## config.mk

```make
export PLATFORM = sky130hd
export DESIGN_NAME = xxh64_mul
export DESIGN_NICKNAME = d
export VERILOG_FILES = /design/src/sv/xxh64_pkg.sv /design/src/sv/xxh64_mul.sv
export SDC_FILE = /design/constraint.sdc
export NUM_CORES = 2
export LEC_CHECK = 0
export ABC_AREA = 1
export BUFFER_PORTS_ARGS = -buffer_cell sky130_fd_sc_hd__buf_2
export CAP_MARGIN = 15
export CELL_PAD_IN_SITES_DETAIL_PLACEMENT = 2
export CELL_PAD_IN_SITES_GLOBAL_PLACEMENT = 2
export CORE_MARGIN = 5
export CORE_UTILIZATION = 44
export CTS_CLUSTER_DIAMETER = 150
export DETAILED_ROUTE_END_ITERATION = 10
export GPL_TIMING_DRIVEN = 0
export PLACE_DENSITY = 0.92
export SKIP_CTS_REPAIR_TIMING = 1
export SLEW_MARGIN = 20
export SYNTH_ARGS = -nofsm -noshare
export SYNTH_HDL_FRONTEND = slang
export SYNTH_SLANG_ARGS = --single-unit
```

## constraint.sdc

```tcl
create_clock -name clk -period 16.5 [get_ports clk]
set_input_delay 3.3 -clock clk [delete_from_list [all_inputs] [get_ports clk]]
set_output_delay 3.3 -clock clk [all_outputs]
set_load 0.02 [all_outputs]
```

## src/sv/xxh64_pkg.sv

```systemverilog
`timescale 1ns / 1ps
// xxh64_pkg: primes, rotate helper and the multiplier request type of the
// xxHash64 stream hasher. Used by xxh64_mul and xxhash64_stream_hasher.
package xxh64_pkg;

	localparam logic [63:0] P1 = 64'd11400714785074694791;
	localparam logic [63:0] P2 = 64'd14029467366897019727;
	localparam logic [63:0] P3 = 64'd1609587929392839161;
	localparam logic [63:0] P4 = 64'd9650029242287828579;
	localparam logic [63:0] P5 = 64'd2870177450012600261;

	localparam int unsigned WordBytes  = 8;
	localparam int unsigned LongLength = 32;

	// Rotate left by a nonzero amount.
	function automatic logic [63:0] rol64(input logic [63:0] x, input logic [5:0] r);
		logic [6:0] rs;
		rs = 7'd64 - {1'b0, r};
		return (x << r) | (x >> rs);
	endfunction

	typedef struct packed {
		logic        start;
		logic [63:0] a;
		logic [63:0] b;
	} mul_req_t;

endpackage

```

## src/sv/xxh64_mul.sv

```systemverilog
`timescale 1ns / 1ps
// xxh64_mul: low 64 bits of a 64x64 product, built from one shared 32x32
// multiplier, one partial product per step. Depends on xxh64_pkg (mul_req_t).
module xxh64_mul (
	input  logic                 clk,
	input  logic                 arst_n,
	input  xxh64_pkg::mul_req_t  req,
	output logic                 done,
	output logic [63:0]          product
);

	logic        busy_q;
	logic [1:0]  step_q;
	logic        done_q;
	logic [63:0] a_q;
	logic [63:0] b_q;
	logic [63:0] sum_q;
	logic [31:0] ma;
	logic [31:0] mb;
	logic [63:0] prod;

	// Step 0: lo*lo, step 1: hi*lo, step 2: lo*hi (cross terms land in the upper half).
	always_comb begin
		unique case (step_q)
			2'd0: begin
				ma = a_q[31:0];
				mb = b_q[31:0];
			end
			2'd1: begin
				ma = a_q[63:32];
				mb = b_q[31:0];
			end
			default: begin
				ma = a_q[31:0];
				mb = b_q[63:32];
			end
		endcase
	end

	assign prod = 64'(ma) * 64'(mb);

	always_ff @(posedge clk or negedge arst_n) begin
		if (!arst_n) begin
			busy_q <= 1'b0;
			step_q <= 2'd0;
			done_q <= 1'b0;
		end else begin
			done_q <= 1'b0;
			if (req.start) begin
				busy_q <= 1'b1;
				step_q <= 2'd0;
			end else if (busy_q) begin
				if (step_q == 2'd2) begin
					busy_q <= 1'b0;
					done_q <= 1'b1;
					step_q <= 2'd0;
				end else begin
					step_q <= step_q + 2'd1;
				end
			end
		end
	end

	always_ff @(posedge clk) begin
		if (req.start) begin
			a_q <= req.a;
			b_q <= req.b;
		end else if (busy_q) begin
			if (step_q == 2'd0) begin
				sum_q <= prod;
			end else begin
				sum_q[63:32] <= sum_q[63:32] + prod[31:0];
			end
		end
	end

	assign done    = done_q;
	assign product = sum_q;

endmodule

```

* Word-level counts from Yosys, hierarchy flattened
Cells that the tools add are included.
Widths: inputs -> output; s select.
** Operators by class
- Add/subtract/negate cells :: 2
- Multiply operators :: 1
- Eq/ne operators :: 2
- Mux-type cells :: 12
- Bitwise logic cells :: 1
- Reduce and logical (&&, ||, !) cells :: 5
** Operators with widths (count)
- $mux 32 :: 3
- $mul 32x32->64 :: 1
- $add 32x32->32 :: 1
- $mux 1 :: 6
- $mux 2 :: 3
- $reduce_and 3->1 :: 1
- $add 2x1->2 const B :: 1
- $eq 2x1->1 const B :: 1
- $eq 2x2->1 const B :: 1
- $logic_not 2->1 :: 1
- $reduce_and 2->1 :: 1
- $reduce_bool 2->1 :: 1
- $reduce_or 2->1 :: 1
- $not 1->1 :: 1
** Word-level totals
- Flip-flop bits (word level) :: 196
- Bits of input ports :: 131
- Output and inout bits :: 65
- Word-level logic and storage cells :: 30

* Longest topological paths before layout
- Depth in word-level cells :: 6
- Mapped depth :: 46
- Mapped depth without buffers :: 43

* Least setup slack after synthesis
No wires, ideal clock.
- Path type :: flip-flop to flip-flop
- From :: reg step_q[0]
- To :: reg sum_q[63], in the netlist product[63] (data pin)
- Setup time :: 0.252 ns
- Arrival time :: 7.942 ns
- Setup slack :: 8.305 ns
- Stages on the path, launching flop included :: 41
- Path buffers :: 2
- Period minus slack after synthesis :: 8.195 ns
- Cells stage by stage :: dfrtp_1 inv_2 nor2_4 clkbuf_1 or2_2 o21ai_2 clkbuf_1 nor2_1 fa_1 fa_1 inv_1 fa_1 inv_1 fa_1 inv_1 fa_1 inv_1 fa_1 (+5 left out) nand2_2 inv_1 a21oi_1 a21boi_0 nand2_1 xor2_1 ha_1 nand2_1 nor2_1 inv_1 nor2_1 inv_1 o21ai_0 a21oi_1 nand3_1 nand2_1 nand2_1 nand2_1
** Between the ends
- Cells in the longest elaborated chain, start to end :: 6
- Elaborated cells between the ends (all ways) :: 8
- Classes of those cells :: 1 x add/sub; 1 x mul; 1 x eq/ne; 3 x mux; 2 x reduce/logical
** Ends and longest elaborated chain
- from (decl) :: line xxh64_mul.sv:13 : logic [1:0] step_q;
- from (signal assigned) :: line xxh64_mul.sv:58 : step_q <= step_q + 2'd1;
- $eq 2x1->1 or $logic_not 2->1 (tied branches) :: line xxh64_mul.sv:24 : unique case (step_q)
- $reduce_or 2->1 (no source line)
- $mux 32 :: line xxh64_mul.sv:24
- $mul 32x32->64 (*) :: line xxh64_mul.sv:40 : assign prod = 64'(ma) * 64'(mb);
- via prod[25] :: line xxh64_mul.sv:20 : logic [63:0] prod;
- $add 32x32->32 (*) :: line xxh64_mul.sv:72 : sum_q[63:32] <= sum_q[63:32] + prod[31:0];
- $mux 32 (*) :: line xxh64_mul.sv:69 : if (step_q == 2'd0) begin
- to (signal assigned) :: line xxh64_mul.sv:70 : sum_q <= prod;
- to (signal assigned) :: line xxh64_mul.sv:72
- to (decl) :: line xxh64_mul.sv:17 : logic [63:0] sum_q;
The timed path passes the listed nets; every way through them passes the cells marked *.
A chain may end at the register's enable or synchronous reset.

* Worst setup path after layout
- From :: reg step_q[0]
- To :: reg sum_q[57], in the netlist product[57] (data pin)
The elaborated chain is that of the path after synthesis.

==> metrics.yaml <==
finalInstanceArea_sq_um: 45500
row_count: 113
cts.clk_slew.worst_paths_ns: 0.08
detail_route.wirelength_mm: 238
num-nets-final: 6433
grt_start_max_net_pins: 75
dpl_cell_area_sq_um: 44900
maxCapViolations: 0
critical-path-top-cell-by-count: "fa_1"
timing_max_transition_violations_final: 0
initial_utilization_pct: 44.4
run_status: "finished, final reports clean"
synthCells: 4891
area.growth.synth_to_final_pct: 7.82
vias_per_cell: 6.23
count_of_flip_flops_with_a_built_in_enable_after_synthesis: 192
synthesis.nets: 6214
placedCellCount: 6356
yosysMostFrequentCell: "inv_1"
worstMarginPinSlew_ns: 1.32
gp_routability_congestion: 1.02
first_global_vias: 46800
crit_end_category: "flop"
grt_first_pass_wirelength_mm: 335
synthDistinctLibCells: 41
ys_top_cells_by_count: "inv_1 (1,113), nand2_1 (1,010), fa_1 (897)"
setup_repair_after_global_routing_missed_its_margin: "no"
synth_top_cells_by_area: "fa_1 (43%), edfxtp_1 (14%), inv_1 (9.9%)"
max_slew_margin_pct: 12.2
clockBufferDepth: 2
final-hold-violation-count: 0
dp_hpwl_mm: 194
cts_max_level: 4
grt_antenna_before_repair: 23
gr-total-overflow: 0
yosys_warnings: 0
worstPathArrival_ns: 12.42
synth_top_area_cell: "fa_1"
clock_sink_count: 196
finish.cell_count_without_fillers: 6398
clk_latency_ns: 0.57
yosys_most_used_dff: "edfxtp_1"
die_area_sq_um: 102000
tritoncts: "built"
firstDrtPassIters: 10
ys_async_sr_fraction_pct: 2.04
remaining_drc_errors: 0
worst_hold_path_type: "reg -> reg"
port_buffers: 195
tns_ns: 0
drt_iter0_markers: 3904
io_pins: 196
syn-mean-instance-area_sq_um: 8.63
grt_util_all_layers_pct: 46.2
cp_max_fo: 10
crit_required_ns: 16.80
final-setup-viol-count: 0
slowest_delay_ns: 0.96
yosys.area.top_type_share_pct: 42.5
finalWorstPathRequiredPeriod_ns: 12.12
drive_above_1_share_pct: 9.60
via_count: 39900
total_standard_cell_area_after_synthesis_sq_um: 42200
worst_path_max_delay_cell: "o21ai_2"
wl_per_cell_um: 37.2
fmax_mhz: 82.5
timing.final.crit_share_pct: 73.4
floorplan.core_area_sq_um: 95200
finClkSkew_ns: 0.0442
cts_root_buf: "clkbuf_16"
criticalPathCategory: "reg -> reg"
dieWidth_um: 320
die_h_um: 320
final_antenna_net_count: 0
postSynthRegisterBits: 196
setup.worst_path.start_class: "flop"
synth_seq_area_share_pct: 13.9
number_of_buffers_inserted_during_clock_tree_synthesis: 17
[sequential cells by signal (all words and copies together) (netlist names)]
register / cells
product: 64
busy_q: 1
done: 1
step_q: 2
b_q: 64
a_q: 64
[critical path: cells and delay by family (launching register included)]
kind | cells | cell delay, ns
AO/OA/AOI/OAI | 4 | 1.54
XOR/XNOR | 1 | 0.53
adder cells (fa/ha/maj) | 10 | 5.17
buffers and inverters | 11 | 1.94
flip-flops | 1 | 0.43
AND/OR/NAND/NOR | 11 | 2.21
[placed cells by master, fill, tap and decap left out, types with 13 or more instances in the layout]
cell type,Yosys,final
o21bai_1,14,14
or2_2,40,40
o21ai_1,11,18
o21ai_2,28,29
inv_1,1113,1113
o21ai_0,109,101
clkbuf_16,0,17
nand3_1,111,111
edfxtp_1,192,192
clkbuf_1,31,28
nor3_1,16,16
nor2_1,589,587
xor2_1,30,30
nand2_1,1010,1010
buf_2,124,318
ha_1,295,295
fa_1,897,897
inv_2,28,28
nand4_1,13,13
a21oi_1,143,143
[through the flow]
step | hold WS (ns) | setup slack (ns) | util (%)
finish | 0.530 | 4.38 | 47.8
global route | 0.549 | 4.43 | 47.8
CTS | 0.533 | 4.89 | 47.8
detailed placement | 0.513 | 5.12 | 47.2
global placement | 0.486 | 5.37 | 47.1
floorplan | 0.464 | 8.31 | -
[worst paths after layout]
check | cells after the start | to | slack, ns | from
hold / removal | 2 | busy_q$_DFF_PN0_ | 0.53 | busy_q$_DFF_PN0_
setup / recovery | 37 | product[57]$_DFFE_PP_ | 4.38 | step_q[0]$_DFFE_PN0P_
hold reg to reg | 2 | busy_q$_DFF_PN0_ | 0.53 | busy_q$_DFF_PN0_
setup reg to reg | 37 | product[57]$_DFFE_PP_ | 4.38 | step_q[0]$_DFFE_PN0P_
max in group asynchronous | 1 | busy_q$_DFF_PN0_ | 13.82 | arst_n
min in group asynchronous | 1 | done$_DFF_PN0_ | 2.56 | arst_n
[final cells by class]
class	instances	area [sq um]
Antenna cell	10	25.0
Buffer	173	915
Clock buffer	18	429
Clock inverter	14	166
Fill cell	10600	49600
Inverter	1142	4290
Multi-Input combinational cell	3380	31200
Sequential cell	196	5870
Tap cell	1265	1580
Timing Repair Buffer	200	1080
[cell families after synthesis]
| family | Yosys count | share of synthesized area [%] |
|---|---|---|
| buf+inv | 1315 | 12.3 |
| compound gates | 337 | 4.65 |
| simple gates | 1811 | 17.0 |
| xor+xnor | 40 | 0.830 |
| flops | 196 | 13.9 |
| fa+ha+maj | 1192 | 51.3 |
[routing by layer]
metal / vias to the layer above / GRT usage, % / wire (um)
met4: 28 / 41.2 / 28000
met5: - / 1.44 / 364
li1: 14900 / - / -
met2: 3124 / 72.6 / 106000
met3: 1585 / 17.5 / 27900
met1: 20200 / 48.2 / 75300
Power is left out: the tool's default activity adds up to more than one toggle a clock period on the data nets, which glitch-free logic cannot reach.
